<file path="src/rtl/kpow_pkg.sv">
`timescale 1ns / 1ps
// ----------------------------------------------------------------------------
// kpow_pkg
// Shared widths, register indexes, mode codes, state types and the
// request/response structs between the sequencer and the key engine.
// ----------------------------------------------------------------------------
package kpow_pkg;

  // Field widths fixed by the result format
  localparam int SUM_BITS      = 38;
  localparam int KEY_BITS      = 64;
  localparam int LEN_BITS      = 7;
  localparam int MODE_BITS     = 3;
  localparam int CFG_IDX_BITS  = 8;
  localparam int CFG_DATA_BITS = 8;

  // Configuration register indexes
  localparam logic [CFG_IDX_BITS-1:0] CFG_VECTOR_LENGTH = CFG_IDX_BITS'(0);
  localparam logic [CFG_IDX_BITS-1:0] CFG_DISTANCE_MODE = CFG_IDX_BITS'(1);

  // Register reset values
  localparam logic [LEN_BITS-1:0]  LEN_RESET  = LEN_BITS'(2);
  localparam logic [MODE_BITS-1:0] MODE_RESET = MODE_BITS'(1);

  // Distance mode codes; every code above the cube means fourth power
  localparam logic [MODE_BITS-1:0] MODE_ROOT   = MODE_BITS'(0);
  localparam logic [MODE_BITS-1:0] MODE_SUM    = MODE_BITS'(1);
  localparam logic [MODE_BITS-1:0] MODE_SQUARE = MODE_BITS'(2);
  localparam logic [MODE_BITS-1:0] MODE_CUBE   = MODE_BITS'(3);

  localparam logic [SUM_BITS-1:0] SUM_MASK = '1;

  // Sequencer states
  typedef enum logic [1:0] {
    ST_IDLE,
    ST_SQUARE,
    ST_ACCUM,
    ST_KEY
  } kpow_state_t;

  // Key engine states
  typedef enum logic [1:0] {
    KE_IDLE,
    KE_ROOT,
    KE_MUL,
    KE_DONE
  } kpow_eng_state_t;

  // Sequencer to engine
  typedef struct packed {
    logic start;
    logic ack;
  } kpow_eng_req_t;

  // Engine to sequencer
  typedef struct packed {
    logic                done;
    logic [KEY_BITS-1:0] key;
    logic [SUM_BITS-1:0] sqdist;
    logic                sat;
  } kpow_eng_res_t;

endpackage

</file>
<file path="src/rtl/kpow_in_if.sv">
`timescale 1ns / 1ps
// ----------------------------------------------------------------------------
// kpow_in_if
// Coordinate pair request channel with valid/ready handshake.
// ----------------------------------------------------------------------------
interface kpow_in_if #(
  parameter int COORD_BITS = 16
);
  logic                         valid;
  logic                         ready;
  logic signed [COORD_BITS-1:0] coord_a;
  logic signed [COORD_BITS-1:0] coord_b;

  modport source (output valid, output coord_a, output coord_b, input ready);
  modport sink   (input valid, input coord_a, input coord_b, output ready);
endinterface

</file>
<file path="src/rtl/kpow_out_if.sv">
`timescale 1ns / 1ps
// ----------------------------------------------------------------------------
// kpow_out_if
// Distance result channel with valid/ready handshake.
// ----------------------------------------------------------------------------
interface kpow_out_if;
  import kpow_pkg::*;

  logic                valid;
  logic                ready;
  logic [KEY_BITS-1:0] ordering_key;
  logic [SUM_BITS-1:0] squared_distance;
  logic                key_saturated;

  modport source (output valid, output ordering_key, output squared_distance,
                  output key_saturated, input ready);
  modport sink   (input valid, input ordering_key, input squared_distance,
                  input key_saturated, output ready);
endinterface

</file>
<file path="src/rtl/kpow_cfg_if.sv">
`timescale 1ns / 1ps
// ----------------------------------------------------------------------------
// kpow_cfg_if
// Register write channel: index and data with valid/ready handshake.
// ----------------------------------------------------------------------------
interface kpow_cfg_if;
  import kpow_pkg::*;

  logic                     valid;
  logic                     ready;
  logic [CFG_IDX_BITS-1:0]  index;
  logic [CFG_DATA_BITS-1:0] data;

  modport source (output valid, output index, output data, input ready);
  modport sink   (input valid, input index, input data, output ready);
endinterface

</file>
<file path="src/rtl/kpow_addsub.sv">
`timescale 1ns / 1ps
// ----------------------------------------------------------------------------
// kpow_addsub
// Shared 64-bit adder/subtractor with carry out. Subtract gives carry high
// when a is not below b.
// ----------------------------------------------------------------------------
module kpow_addsub (
  input  logic [kpow_pkg::KEY_BITS-1:0] a,
  input  logic [kpow_pkg::KEY_BITS-1:0] b,
  input  logic                          sub,
  output logic [kpow_pkg::KEY_BITS-1:0] sum,
  output logic                          carry
);
  import kpow_pkg::*;

  logic [KEY_BITS-1:0] b_op;

  // Invert the second operand and inject the carry for subtraction
  assign b_op = sub ? ~b : b;
  assign {carry, sum} = {1'b0, a} + {1'b0, b_op} + {{KEY_BITS{1'b0}}, sub};

endmodule

</file>
<file path="src/rtl/kpow_keyeng.sv">
`timescale 1ns / 1ps
// ----------------------------------------------------------------------------
// kpow_keyeng
// Ordering key engine: the sum as it is, a bit-pair integer square root, or
// repeated shift-and-add saturating multiplies, all on one shared adder.
// ----------------------------------------------------------------------------
module kpow_keyeng (
  input  logic                          clk,
  input  logic                          rst_n,
  input  kpow_pkg::kpow_eng_req_t       req,
  input  logic [kpow_pkg::MODE_BITS-1:0] mode,
  input  logic [kpow_pkg::SUM_BITS-1:0]  sum_in,
  output kpow_pkg::kpow_eng_res_t       res
);
  import kpow_pkg::*;

  localparam int ITER_W   = $clog2(SUM_BITS);
  localparam int ROOT_TOP = ((SUM_BITS - 1) / 2) * 2;
  localparam logic [SUM_BITS-1:0] ROOT_BIT = {{(SUM_BITS-1){1'b0}}, 1'b1} << ROOT_TOP;
  localparam logic [ITER_W-1:0]   ITER_LAST = ITER_W'(SUM_BITS - 1);

  kpow_eng_state_t     state_r, state_nxt;
  logic [MODE_BITS-1:0] mode_r, mode_nxt;
  logic [SUM_BITS-1:0] sum_r, sum_nxt;
  logic [SUM_BITS-1:0] rem_r, rem_nxt;
  logic [SUM_BITS-1:0] root_r, root_nxt;
  logic [SUM_BITS-1:0] bit_r, bit_nxt;
  logic [ITER_W-1:0]   iter_r, iter_nxt;
  logic [KEY_BITS-1:0] prod_r, prod_nxt;
  logic [KEY_BITS-1:0] acc_r, acc_nxt;
  logic [1:0]          mul_left_r, mul_left_nxt;
  logic                ovf_r, ovf_nxt;
  logic                sat_r, sat_nxt;
  logic [KEY_BITS-1:0] key_r, key_nxt;

  logic [KEY_BITS-1:0] alu_a, alu_b, alu_sum;
  logic                alu_sub, alu_carry;
  logic [SUM_BITS-1:0] trial, root_new;
  logic                ovf_now, mul_last;

  // Shared arithmetic unit
  kpow_addsub u_alu (
    .a     (alu_a),
    .b     (alu_b),
    .sub   (alu_sub),
    .sum   (alu_sum),
    .carry (alu_carry)
  );

  // Operand selection for the shared unit
  always_comb begin
    trial   = root_r | bit_r;
    alu_a   = {acc_r[KEY_BITS-2:0], 1'b0};
    alu_b   = sum_r[iter_r] ? prod_r : '0;
    alu_sub = 1'b0;
    if (state_r == KE_ROOT) begin
      alu_a   = KEY_BITS'(rem_r);
      alu_b   = KEY_BITS'(trial);
      alu_sub = 1'b1;
    end
    root_new = alu_carry ? ((root_r >> 1) | bit_r) : (root_r >> 1);
    ovf_now  = ovf_r | acc_r[KEY_BITS-1] | alu_carry;
    mul_last = (iter_r == '0) && ((mul_left_r == 2'd1) || ovf_now);
  end

  // Next state
  always_comb begin
    state_nxt = state_r;
    case (state_r)
      KE_IDLE: begin
        if (req.start) begin
          case (mode)
            MODE_ROOT: state_nxt = KE_ROOT;
            MODE_SUM:  state_nxt = KE_DONE;
            default:   state_nxt = KE_MUL;
          endcase
        end
      end
      KE_ROOT: begin
        if (bit_r[0]) state_nxt = KE_DONE;
      end
      KE_MUL: begin
        if (mul_last) state_nxt = KE_DONE;
      end
      KE_DONE: begin
        if (req.ack) state_nxt = KE_IDLE;
      end
      default: state_nxt = KE_IDLE;
    endcase
  end

  // Datapath updates
  always_comb begin
    mode_nxt     = mode_r;
    sum_nxt      = sum_r;
    rem_nxt      = rem_r;
    root_nxt     = root_r;
    bit_nxt      = bit_r;
    iter_nxt     = iter_r;
    prod_nxt     = prod_r;
    acc_nxt      = acc_r;
    mul_left_nxt = mul_left_r;
    ovf_nxt      = ovf_r;
    sat_nxt      = sat_r;
    key_nxt      = key_r;
    case (state_r)
      KE_IDLE: begin
        if (req.start) begin
          mode_nxt = mode;
          sum_nxt  = sum_in;
          rem_nxt  = sum_in;
          root_nxt = '0;
          bit_nxt  = ROOT_BIT;
          iter_nxt = ITER_LAST;
          prod_nxt = KEY_BITS'(sum_in);
          acc_nxt  = '0;
          ovf_nxt  = 1'b0;
          sat_nxt  = 1'b0;
          key_nxt  = KEY_BITS'(sum_in);
          case (mode)
            MODE_CUBE: mul_left_nxt = 2'd2;
            default:   mul_left_nxt = (mode == MODE_SQUARE) ? 2'd1 : 2'd3;
          endcase
        end
      end
      KE_ROOT: begin
        // Take one result bit per cycle
        if (alu_carry) rem_nxt = alu_sum[SUM_BITS-1:0];
        root_nxt = root_new;
        bit_nxt  = bit_r >> 2;
        key_nxt  = KEY_BITS'(root_new);
      end
      KE_MUL: begin
        // Double and add, one multiplier bit per cycle, most significant first
        if (iter_r == '0) begin
          if (mul_last) begin
            key_nxt = ovf_now ? '1 : alu_sum;
            sat_nxt = ovf_now;
          end else begin
            prod_nxt     = alu_sum;
            acc_nxt      = '0;
            iter_nxt     = ITER_LAST;
            mul_left_nxt = mul_left_r - 2'd1;
            ovf_nxt      = 1'b0;
          end
        end else begin
          acc_nxt  = alu_sum;
          ovf_nxt  = ovf_now;
          iter_nxt = iter_r - 1'b1;
        end
      end
      default: ;
    endcase
  end

  always_ff @(posedge clk) begin
    if (!rst_n) begin
      state_r <= KE_IDLE;
    end else begin
      state_r <= state_nxt;
    end
  end

  always_ff @(posedge clk) begin
    mode_r     <= mode_nxt;
    sum_r      <= sum_nxt;
    rem_r      <= rem_nxt;
    root_r     <= root_nxt;
    bit_r      <= bit_nxt;
    iter_r     <= iter_nxt;
    prod_r     <= prod_nxt;
    acc_r      <= acc_nxt;
    mul_left_r <= mul_left_nxt;
    ovf_r      <= ovf_nxt;
    sat_r      <= sat_nxt;
    key_r      <= key_nxt;
  end

  assign res.done   = (state_r == KE_DONE);
  assign res.key    = key_r;
  assign res.sqdist = sum_r;
  assign res.sat    = sat_r;

  // Root walk keeps a single trial bit
  a_root_bit: assert property (@(posedge clk) disable iff (!rst_n)
    state_r == KE_ROOT |-> $onehot(bit_r))
    else $error("root trial bit lost");

  // A clamped key is all ones
  a_sat_key: assert property (@(posedge clk) disable iff (!rst_n)
    state_r == KE_DONE && sat_r |-> &key_r)
    else $error("saturated key not clamped");

  // Clamping only happens in power modes
  a_sat_mode: assert property (@(posedge clk) disable iff (!rst_n)
    state_r == KE_DONE && sat_r |-> mode_r != MODE_ROOT && mode_r != MODE_SUM)
    else $error("saturation flagged outside power modes");

endmodule

</file>
<file path="src/rtl/squared_distance_power_kernel_core.sv">
`timescale 1ns / 1ps
// A pair that does not close a vector is accepted, squared and accumulated.
// A closing pair goes on to the key engine: a pass-through in squared-sum mode, the root
// (19 result bits, one per cycle, then a hand-off state), or 1 to 3 shift-and-add
// multiplies for powers (ending early on overflow) and a hand-off state; then the output
// register. One request in flight; output register frees it.
// Reset (synchronous, rst_n low): sum and pair count cleared, length 2, mode 1, no result.
// ----------------------------------------------------------------------------
// squared_distance_power_kernel_core
// Accumulates squared coordinate differences over a vector and emits the
// squared distance with a mode-selected ordering key.
// ----------------------------------------------------------------------------
module squared_distance_power_kernel_core #(
  parameter int MAX_DIM    = 64,
  parameter int COORD_BITS = 16
) (
  input  logic        clk,
  input  logic        rst_n,
  kpow_in_if.sink     in_chan,
  kpow_out_if.source  out_chan,
  kpow_cfg_if.sink    cfg_chan
);
  import kpow_pkg::*;

  localparam int MAG_W   = COORD_BITS + 1;
  localparam int SQ_W    = 2 * MAG_W;
  localparam int ADD_W   = ((SQ_W > SUM_BITS) ? SQ_W : SUM_BITS) + 1;
  localparam int LEN_MAX = (2 ** LEN_BITS) - 1;
  localparam int LEN_CAP_I = (MAX_DIM < LEN_MAX) ? MAX_DIM : LEN_MAX;
  localparam logic [LEN_BITS-1:0] LEN_CAP = LEN_BITS'(LEN_CAP_I);

  kpow_state_t          state_r, state_nxt;
  logic [LEN_BITS-1:0]  len_r;
  logic [MODE_BITS-1:0] mode_r;
  logic [LEN_BITS-1:0]  cnt_r, cnt_nxt;
  logic [SUM_BITS-1:0]  acc_r, acc_nxt;
  logic [MAG_W-1:0]     mag_r;
  logic [SQ_W-1:0]      sq_r;
  logic                 out_valid_r, out_valid_nxt;
  logic [KEY_BITS-1:0]  out_key_r;
  logic [SUM_BITS-1:0]  out_sqdist_r;
  logic                 out_sat_r;

  logic signed [COORD_BITS-1:0] coord_a_w, coord_b_w;
  logic [MAG_W-1:0]     diff_u, mag_nxt;
  logic [ADD_W-1:0]     sum_wide;
  logic [SUM_BITS-1:0]  sum_new;
  logic [LEN_BITS-1:0]  eff_len;
  logic [LEN_BITS:0]    cnt_inc;
  logic                 last_pair;
  logic                 in_take, load_out;
  kpow_eng_req_t        eng_req;
  kpow_eng_res_t        eng_res;

  assign coord_a_w = in_chan.coord_a;
  assign coord_b_w = in_chan.coord_b;
  assign in_take   = in_chan.valid & in_chan.ready;

  // Difference magnitude of the incoming pair
  always_comb begin
    diff_u  = MAG_W'($signed({coord_a_w[COORD_BITS-1], coord_a_w})
                   - $signed({coord_b_w[COORD_BITS-1], coord_b_w}));
    mag_nxt = diff_u[MAG_W-1] ? (~diff_u + 1'b1) : diff_u;
  end

  // Accumulate with saturation and check the vector end
  always_comb begin
    sum_wide = ADD_W'(acc_r) + ADD_W'(sq_r);
    sum_new  = (sum_wide > ADD_W'(SUM_MASK)) ? SUM_MASK : sum_wide[SUM_BITS-1:0];
    if (len_r == '0) begin
      eff_len = LEN_BITS'(1);
    end else if (len_r > LEN_CAP) begin
      eff_len = LEN_CAP;
    end else begin
      eff_len = len_r;
    end
    cnt_inc   = {1'b0, cnt_r} + 1'b1;
    last_pair = (cnt_inc >= {1'b0, eff_len});
  end

  // Next state
  always_comb begin
    state_nxt = state_r;
    case (state_r)
      ST_IDLE:   if (in_take) state_nxt = ST_SQUARE;
      ST_SQUARE: state_nxt = ST_ACCUM;
      ST_ACCUM:  state_nxt = last_pair ? ST_KEY : ST_IDLE;
      ST_KEY:    if (load_out) state_nxt = ST_IDLE;
      default:   state_nxt = ST_IDLE;
    endcase
  end

  // Sequencer outputs
  always_comb begin
    in_chan.ready = (state_r == ST_IDLE);
    eng_req.start = (state_r == ST_ACCUM) && last_pair;
    load_out      = (state_r == ST_KEY) && eng_res.done
                    && (!out_valid_r || out_chan.ready);
    eng_req.ack   = load_out;
  end

  // Running sum and pair count
  always_comb begin
    cnt_nxt = cnt_r;
    acc_nxt = acc_r;
    if (state_r == ST_ACCUM) begin
      if (last_pair) begin
        cnt_nxt = '0;
        acc_nxt = '0;
      end else begin
        cnt_nxt = cnt_inc[LEN_BITS-1:0];
        acc_nxt = sum_new;
      end
    end
  end

  assign out_valid_nxt = load_out | (out_valid_r & ~out_chan.ready);

  kpow_keyeng u_keyeng (
    .clk    (clk),
    .rst_n  (rst_n),
    .req    (eng_req),
    .mode   (mode_r),
    .sum_in (sum_new),
    .res    (eng_res)
  );

  // Control state and configuration registers
  always_ff @(posedge clk) begin
    if (!rst_n) begin
      state_r     <= ST_IDLE;
      cnt_r       <= '0;
      acc_r       <= '0;
      out_valid_r <= 1'b0;
      len_r       <= LEN_RESET;
      mode_r      <= MODE_RESET;
    end else begin
      state_r     <= state_nxt;
      cnt_r       <= cnt_nxt;
      acc_r       <= acc_nxt;
      out_valid_r <= out_valid_nxt;
      if (cfg_chan.valid && cfg_chan.ready) begin
        case (cfg_chan.index)
          CFG_VECTOR_LENGTH: len_r  <= cfg_chan.data[LEN_BITS-1:0];
          CFG_DISTANCE_MODE: mode_r <= cfg_chan.data[MODE_BITS-1:0];
          default: ;
        endcase
      end
    end
  end

  // Pair datapath and result register
  always_ff @(posedge clk) begin
    if (in_take) mag_r <= mag_nxt;
    if (state_r == ST_SQUARE) sq_r <= mag_r * mag_r;
    if (load_out) begin
      out_key_r    <= eng_res.key;
      out_sqdist_r <= eng_res.sqdist;
      out_sat_r    <= eng_res.sat;
    end
  end

  assign cfg_chan.ready            = 1'b1;
  assign out_chan.valid            = out_valid_r;
  assign out_chan.ordering_key     = out_key_r;
  assign out_chan.squared_distance = out_sqdist_r;
  assign out_chan.key_saturated    = out_sat_r;

  // A flagged result carries a clamped key
  a_out_sat: assert property (@(posedge clk) disable iff (!rst_n)
    out_valid_r && out_sat_r |-> &out_key_r)
    else $error("saturated result without clamped key");

  // Vector state is cleared while the key is worked out
  a_key_clear: assert property (@(posedge clk) disable iff (!rst_n)
    state_r == ST_KEY |-> cnt_r == '0 && acc_r == '0)
    else $error("vector state not cleared for key");

  // The engine only finishes while the sequencer waits on it
  a_done_key: assert property (@(posedge clk) disable iff (!rst_n)
    eng_res.done |-> state_r == ST_KEY)
    else $error("engine result outside key phase");

endmodule

</file>
<file path="src/flat_wrapper.sv">
// flat-port wrapper written by rule: the top's interface ports become plain ports
module squared_distance_power_kernel_core_flat import kpow_pkg::*;
#(
  parameter int MAX_DIM    = 64,
  parameter int COORD_BITS = 16
)
  (clk, rst_n, in_chan_valid, in_chan_coord_a, in_chan_coord_b, in_chan_ready, out_chan_valid, out_chan_ordering_key, out_chan_squared_distance, out_chan_key_saturated, out_chan_ready, cfg_chan_valid, cfg_chan_index, cfg_chan_data, cfg_chan_ready);
  kpow_in_if #(.COORD_BITS(COORD_BITS)) in_chan_i ();
  kpow_out_if out_chan_i ();
  kpow_cfg_if cfg_chan_i ();
  input  logic clk;
  input  logic rst_n;
  input wire logic [$bits(in_chan_i.valid)-1:0] in_chan_valid;
  input wire logic [$bits(in_chan_i.coord_a)-1:0] in_chan_coord_a;
  input wire logic [$bits(in_chan_i.coord_b)-1:0] in_chan_coord_b;
  output wire logic [$bits(in_chan_i.ready)-1:0] in_chan_ready;
  output wire logic [$bits(out_chan_i.valid)-1:0] out_chan_valid;
  output wire logic [$bits(out_chan_i.ordering_key)-1:0] out_chan_ordering_key;
  output wire logic [$bits(out_chan_i.squared_distance)-1:0] out_chan_squared_distance;
  output wire logic [$bits(out_chan_i.key_saturated)-1:0] out_chan_key_saturated;
  input wire logic [$bits(out_chan_i.ready)-1:0] out_chan_ready;
  input wire logic [$bits(cfg_chan_i.valid)-1:0] cfg_chan_valid;
  input wire logic [$bits(cfg_chan_i.index)-1:0] cfg_chan_index;
  input wire logic [$bits(cfg_chan_i.data)-1:0] cfg_chan_data;
  output wire logic [$bits(cfg_chan_i.ready)-1:0] cfg_chan_ready;
  assign in_chan_i.valid = in_chan_valid;
  assign in_chan_i.coord_a = in_chan_coord_a;
  assign in_chan_i.coord_b = in_chan_coord_b;
  assign in_chan_ready = in_chan_i.ready;
  assign out_chan_valid = out_chan_i.valid;
  assign out_chan_ordering_key = out_chan_i.ordering_key;
  assign out_chan_squared_distance = out_chan_i.squared_distance;
  assign out_chan_key_saturated = out_chan_i.key_saturated;
  assign out_chan_i.ready = out_chan_ready;
  assign cfg_chan_i.valid = cfg_chan_valid;
  assign cfg_chan_i.index = cfg_chan_index;
  assign cfg_chan_i.data = cfg_chan_data;
  assign cfg_chan_ready = cfg_chan_i.ready;
  squared_distance_power_kernel_core #(.MAX_DIM(MAX_DIM), .COORD_BITS(COORD_BITS)) u_core (.clk(clk), .rst_n(rst_n), .in_chan(in_chan_i), .out_chan(out_chan_i), .cfg_chan(cfg_chan_i));
endmodule
</file>
<file path="config.mk">
export PLATFORM = sky130hd
export DESIGN_NAME = squared_distance_power_kernel_core_flat
export DESIGN_NICKNAME = d
export VERILOG_FILES = /design/src/rtl/kpow_pkg.sv /design/src/rtl/kpow_in_if.sv /design/src/rtl/kpow_out_if.sv /design/src/rtl/kpow_cfg_if.sv /design/src/rtl/kpow_addsub.sv /design/src/rtl/kpow_keyeng.sv /design/src/rtl/squared_distance_power_kernel_core.sv /design/src/flat_wrapper.sv
export SDC_FILE = /design/constraint.sdc
export NUM_CORES = 2
export LEC_CHECK = 0
export ABC_CLOCK_PERIOD_IN_PS = 9200
export BUFFER_PORTS_ARGS = -buffer_cell sky130_fd_sc_hd__buf_2
export CAP_MARGIN = 0
export CORE_MARGIN = 4
export CORE_UTILIZATION = 54
export CTS_CLUSTER_DIAMETER = 150
export DETAILED_ROUTE_END_ITERATION = 12
export HOLD_SLACK_MARGIN = 0.06
export PLACE_DENSITY_LB_ADDON = 0.05
export RECOVER_POWER = 50
export SLEW_MARGIN = 20
export SYNTH_ARGS = -nofsm -noshare
export SYNTH_HDL_FRONTEND = slang
export SYNTH_SLANG_ARGS = --single-unit
</file>
<file path="constraint.sdc">
create_clock -name clk -period 9.2 [get_ports clk]
set_input_delay 1.84 -clock clk [delete_from_list [all_inputs] [get_ports clk]]
set_output_delay 1.84 -clock clk [all_outputs]
set_load 0.02 [all_outputs]
</file>
[After elaboration in Yosys (flattened, before gate mapping)]
Cells that the tools add are included.
Cells by class
  add/subtract/negate cells: 8
  $mul: 1
  $lt $le $gt $ge: 4
  equality and inequality tests: 21
  multiplexer cells: 59
  bitwise operators: 10
  reduce and logical (&&, ||, !) cells: 27
Operators by type and width (count)
  64-bit 2-to-1 mux: 13
  38-bit 2-to-1 mux: 7
  64-bit one-hot mux with 2 select lines: 2
  38-bit one-hot mux with 2 select lines: 3
  64-bit one-hot mux with 3 select lines: 1
  64-bit by 64-bit adder with 65-bit output: 1
  65-bit by 1-bit adder with 65-bit output: 1
  64-bit NOT: 1
  38-bit by 34-bit adder with 39-bit output: 1
  39-bit by 38-bit > comparator with 1-bit output, second input constant: 1
  37-bit by 38-bit bitwise OR with 38-bit output: 1
  38-bit bitwise OR: 1
  17-bit by 17-bit multiplier with 34-bit output: 1
  2-bit 2-to-1 mux: 11
  7-bit 2-to-1 mux: 3
  6-bit 2-to-1 mux: 3
  17-bit by 1-bit adder with 17-bit output, second input constant: 1
  17-bit NOT: 1
  16-bit by 16-bit subtractor with 17-bit output: 1
  16-bit 2-to-1 mux: 1
  2-bit one-hot mux with 4 select lines: 2
  4-bit AND reduction: 4
  2-bit != test, second input constant: 6
  6-bit one-hot mux with 2 select lines: 1
  32 further kinds: 62
Storage, ports and cells
  bits in registers: 568
  input bits: 53
  output and inout bits: 106
  word-level logic and storage cells: 154

[Depth between registers and ports, before layout]
  depth in word-level cells: 14
  depth in mapped cells: 27
  gate-level depth less buffers: 25

[Modules after synthesis]
Synthesis repeated with hierarchy kept, for this count alone.
Second synthesis, totals
  cells, all modules: 3583
  area total of the unflattened synthesis: 38087.8 sq um
Modules (own cells, without submodules)
  squared_distance_power_kernel_core: times used 1, cells each 1800, area an instance 18340.1 sq um, seq. area each 5755.5 sq um
  kpow_keyeng: times used 1, cells each 1145, area an instance 15152.0 sq um, seq. area each 10069.7 sq um
  kpow_addsub: times used 1, cells each 638, area an instance 4595.7 sq um, seq. area each 0.0 sq um

[Worst setup path before layout]
No wires, ideal clock.
  path type: register -> register
  from: register u_core.u_keyeng.iter_r[0]
  to: register u_core.u_keyeng.key_r[0], enable pin
  setup time: 581 ps
  arrival time: 9066 ps
  required time: 8619 ps
  setup slack: -447 ps
  cell stages (with the launch flop): 21
  path buffers: 4
  clock period less this slack: 9647 ps
  path through: edfxtp_1 buf_2 mux4_2 mux4_2 mux2i_1 o21ai_1 clkbuf_1 nand3_1 o21ai_0 ha_1 clkbuf_1 a21oi_1 o21ai_1 o211ai_1 a211o_1 nand3_2 a2111o_1 a31o_1 buf_6 o21ai_0 a211oi_1
Between the ends
  word-level cells in the longest chain between the ends: 13
  elaborated cells on any way between the ends: 15
  those cells by class: 2 x add/sub; 2 x eq/ne; 5 x mux; 2 x bitwise; 4 x reduce/logical
Ends and longest elaborated chain
  start, declared: line kpow_keyeng.sv:28  | logic [ITER_W-1:0] iter_r, iter_nxt;
  start signal, assigned: line kpow_keyeng.sv:170  | iter_r <= iter_nxt;
  1-bit binary-select mux with 6-bit select: line kpow_keyeng.sv:54  | alu_b = sum_r[iter_r] ? prod_r : '0;
  1-bit 2-to-1 mux (not written as such): line kpow_keyeng.sv:54
  64-bit 2-to-1 mux: line kpow_keyeng.sv:54
  64-bit 2-to-1 mux: line kpow_keyeng.sv:56  | if (state_r == KE_ROOT) begin
  64-bit NOT: line kpow_addsub.sv:19  | assign b_op = sub ? ~b : b;
  64-bit 2-to-1 mux: line kpow_addsub.sv:19
  64-bit by 64-bit adder with 65-bit output: line kpow_addsub.sv:20  | assign {carry, sum} = {1'b0, a} + {1'b0, b_op} + {{KEY_BITS{1'b0}}, sub};
  65-bit by 1-bit adder with 65-bit output: line kpow_addsub.sv:20
  1-bit bitwise OR: line kpow_keyeng.sv:62  | ovf_now = ovf_r | acc_r[KEY_BITS-1] | alu_carry;
  1-bit logical OR: line kpow_keyeng.sv:63  | mul_last = (iter_r == '0) && ((mul_left_r == 2'd1) || ovf_now);
  1-bit logical AND: line kpow_keyeng.sv:63
  2-bit != test (no line)
  4-bit AND reduction (no line) *
  end signal, assigned: line kpow_keyeng.sv:176  | key_r <= key_nxt;
  end, declared: line kpow_keyeng.sv:34  | logic [KEY_BITS-1:0] key_r, key_nxt;
Every way passes the cells marked *; elsewhere a longest branch is shown, timed or not. The select of a mux whose other input is x is not followed.
A chain may end at the register's enable or synchronous reset.

[Worst setup path after layout]
  from: register u_core.u_keyeng.state_r[1]
  to: register u_core.u_keyeng.acc_r[33], enable pin
Between the ends
  word-level cells in the longest chain between the ends: 11
  elaborated cells on any way between the ends: 17
  those cells by class: 2 x add/sub; 4 x eq/ne; 4 x mux; 2 x bitwise; 5 x reduce/logical
Ends and longest elaborated chain
  start, declared: line kpow_keyeng.sv:22  | kpow_eng_state_t state_r, state_nxt;
  start signal, assigned: line kpow_keyeng.sv:160  | state_r <= state_nxt;
  2-bit by 1-bit == test with 1-bit output: line kpow_keyeng.sv:56
  64-bit 2-to-1 mux: line kpow_keyeng.sv:56
  64-bit NOT: line kpow_addsub.sv:19
  64-bit 2-to-1 mux: line kpow_addsub.sv:19
  64-bit by 64-bit adder with 65-bit output: line kpow_addsub.sv:20
  65-bit by 1-bit adder with 65-bit output: line kpow_addsub.sv:20
  1-bit bitwise OR: line kpow_keyeng.sv:62
  1-bit logical OR: line kpow_keyeng.sv:63
  1-bit logical AND: line kpow_keyeng.sv:63
  3-bit != test (no line)
  3-bit AND reduction (no line) *
  end signal, assigned: line kpow_keyeng.sv:172  | acc_r <= acc_nxt;
  end, declared: line kpow_keyeng.sv:30  | logic [KEY_BITS-1:0] acc_r, acc_nxt;
Every way passes the cells marked *; elsewhere a longest branch is shown, timed or not.

==> run metrics <==
Synth area leader edfxtp_1; Compound-Gate Fraction of Synth Area 12.9%; DRC Markers 0; Post-Synth Simple-Gate Area 13.3%; H-tree levels 2; Data required, critical path 9450 ps; fin nets 4103; Core Region 67200 um^2; worst flop-to-flop path startpoint u_core.u_keyeng.state_r[1]; Worst Skew 26.6 ps; multi-input combinational cell area 18700 um^2; Chip Height 268 um; # IOs 159; YS warnings 0; Worst Min Path Start u_core.u_keyeng.key_r[23]; CTS root buffer clkbuf_16; CTS Hold Bufs 0; vias 26100; commonest non-fill, non-tap cells in the layout 487 x edfxtp_1, 384 x inv_1, 358 x nand2_1; max-cap violations 10; Post-Syn Area 36600 um^2; CTS buffer count 59; Routed WL per cell 20.2 um; Worst Tran Pin Value 3760 ps; outcome finished, violations left; gr ovfl total 0; Routed Antenna Nets 0; EDFF count, synth 487; DIE WIDTH 268 um; RD Place Congestion 0.993; most common cell after layout, fill and taps aside edfxtp_1; PortBufs 156; DP HPWL 68500 um; Hold Fails Final Rpt 0; crit path DAT 8010 ps; Area growth, synth to finish 9.04%; clk_lat worst skew 630 ps; Yosys reg bits 547; Crit path max-delay family buffers and inverters; clk sinks 547; CTS Buffer Depth 3; Slowest cell on crit path clkbuf_1; post-place instance area 38200 um^2; Die Area 72000 um^2; Max Freq 129 MHz; Synth Flop Type edfxtp_1; WS Path Type flip-flop to flip-flop; total wire length 91700 um; final period utilization 84.4%; share of Yosys cell area claimed by the top area cell type 40.0%; RSZ-0062 raised after global routing false; # fillers 5759; Crit. Startpoint u_core.u_keyeng.state_r[1]; CP cell instances inv_1 -> ha_4 -> clkbuf_1 -> mux2_2 -> ha_1 -> and4_1 -> nand3_1 -> and3b_1 -> a21oi_1 -> nand3_2 -> a2111o_1 -> a31o_1 -> o21ai_0 -> nor2_1 -> nor2_4 -> buf_4; Adder-Cell Fraction of Synth Area 18.7%; Final Setup Violations 0; Seq/Total Area, Yosys 43.3%; CP peak stage delay 1530 ps; worst-path fanout max 67; vias per std cell 5.75; Synth area leaders edfxtp_1 40%, fa_1 11%, ha_1 8.1%, inv_1 4.0%, nand2_1 3.7%; multiplexer share of the synthesized area 2.37%; DR pass1 iterations 5; async set-reset flop share out of synthesis 0%; initial antenna violation count 0; first-pass GRT wire length 145000 um; Syn Inst Count 3524; Post-Layout Inst Area 39900 um^2; Setup Fix Bufs, Post-CTS 0; largest family of logic cells by synthesized area adder cells; layout cells sized above 1 6.76%; Detailed Route Iter0 Violations 2223; worst hold path type flip-flop to flip-flop; TNS Setup 0 ps; Site Rows 95; Final min period 7760 ps; All-Layer GR Usage 25.5%; mean post-synth cell area 10.4 um^2; Starting Density 54.5%; violated checks max-capacitance violations, max-slew violations; CP Capture Type flip-flop; Final Max Slew Viols 363; clk slew on worst S/H paths 60 ps; Setup crit start kind flip-flop; WP buf/inv 3; PostCTS Resize Cnt 0; n_diodes 0; largest net degree at the start of global routing 78; post-synthesis cell type count 88; syn_nets 4007; Sequential Area 15800 um^2; TritonCTS clock tree yes; Post-Synth XOR/XNOR Area 3.78%; Rel. slew slack -151%; vias in the first global route 26600
## cell usage after synthesis, types with 22 or more instances
| master | number |
|---|---|
| edfxtp_1 | 487 |
| inv_1 | 386 |
| nand2_1 | 358 |
| nor2_1 | 269 |
| ha_1 | 236 |
| a21oi_1 | 220 |
| fa_1 | 194 |
| o21ai_0 | 189 |
| clkbuf_1 | 133 |
| and2_1 | 116 |
| xnor2_1 | 104 |
| a21o_1 | 88 |
| dfxtp_1 | 60 |
| nor2b_1 | 58 |
| xor2_1 | 54 |
| nand3_1 | 48 |
| mux2_2 | 39 |
| nor3_1 | 33 |
| or3_1 | 32 |
| nand4_1 | 30 |
| a31oi_1 | 26 |
| o21bai_1 | 23 |
| o21a_1 | 22 |
## cells by family after synthesis
kind of cell	Yosys count
fa+ha+maj	430
buf+inv	544
other cells	1
xor+xnor	158
flops	547
simple gates	1034
compound gates	742
mux	68
## worst reg2reg max path, delay by kind of cell, from the launching register on
| kind | cells | cell delay [ps] |
|---|---|---|
| muxes | 1 | 480 |
| AOI/OAI and AO/OA | 4 | 1620 |
| buffers and inverters | 3 | 2250 |
| and+or+nand+nor | 6 | 1590 |
| DFF | 1 | 360 |
| adders and majority gates | 2 | 1080 |
## final cells by class
class / count / share of cell area, %
multi-input combinational: 2433 / 46.9
sequential: 547 / 39.7
clock buffer: 80 / 4.05
inverter: 388 / 3.66
tap: 873 / 2.74
timing repair buffer: 191 / 2.24
clock inverter: 30 / 0.693
## layer usage
layer / global-route usage [%] / routed length, um / vias to the layer above
li1: - / - / 12400
met1: 35.8 / 40600 / 12700
met2: 41.3 / 41900 / 861
met3: 3.55 / 6170 / 169
met4: 8.21 / 3110 / 0
met5: 0 / 0 / -
## state kept, by name (all words and copies together), names as in the netlist, 2 cells and up
name / count
u_core.acc_r: 38
u_core.cnt_r: 7
u_core.len_r: 7
u_core.mag_r: 17
u_core.mode_r: 3
u_core.out_chan.ordering_key: 64
u_core.out_chan.squared_distance: 38
u_core.sq_r: 33
u_core.state_r: 2
u_core.u_keyeng.acc_r: 64
u_core.u_keyeng.bit_r: 19
u_core.u_keyeng.iter_r: 6
u_core.u_keyeng.key_r: 64
u_core.u_keyeng.mul_left_r: 2
u_core.u_keyeng.prod_r: 64
u_core.u_keyeng.rem_r: 38
u_core.u_keyeng.root_r: 37
u_core.u_keyeng.state_r: 2
u_core.u_keyeng.sum_r: 38
## final timing paths
kind / depth (start not counted) / endpoint / slack, ps
worst max register to register: 16 / u_core.u_keyeng.acc_r[33] / 1440
worst min register to register: 0 / u_core.out_chan.ordering_key[23] / 410
worst max-delay path: 16 / u_core.u_keyeng.acc_r[33] / 1440
worst min-delay path: 0 / u_core.out_chan.ordering_key[23] / 410
## per-stage QoR
step	instances	utilization (%)	hold WS [ps]	worst slack [ps]
global placement	4432	56.9	402	1550
global route	4542	59.4	425	1020
finish	4542	59.4	413	1440
floorplan	3524	-	400	780
detailed placement	4432	56.9	405	1500
CTS	4542	59.7	415	1480
Power is not shown: default switching activity piles up to over one toggle a cycle in this logic, so the estimate is an artifact.
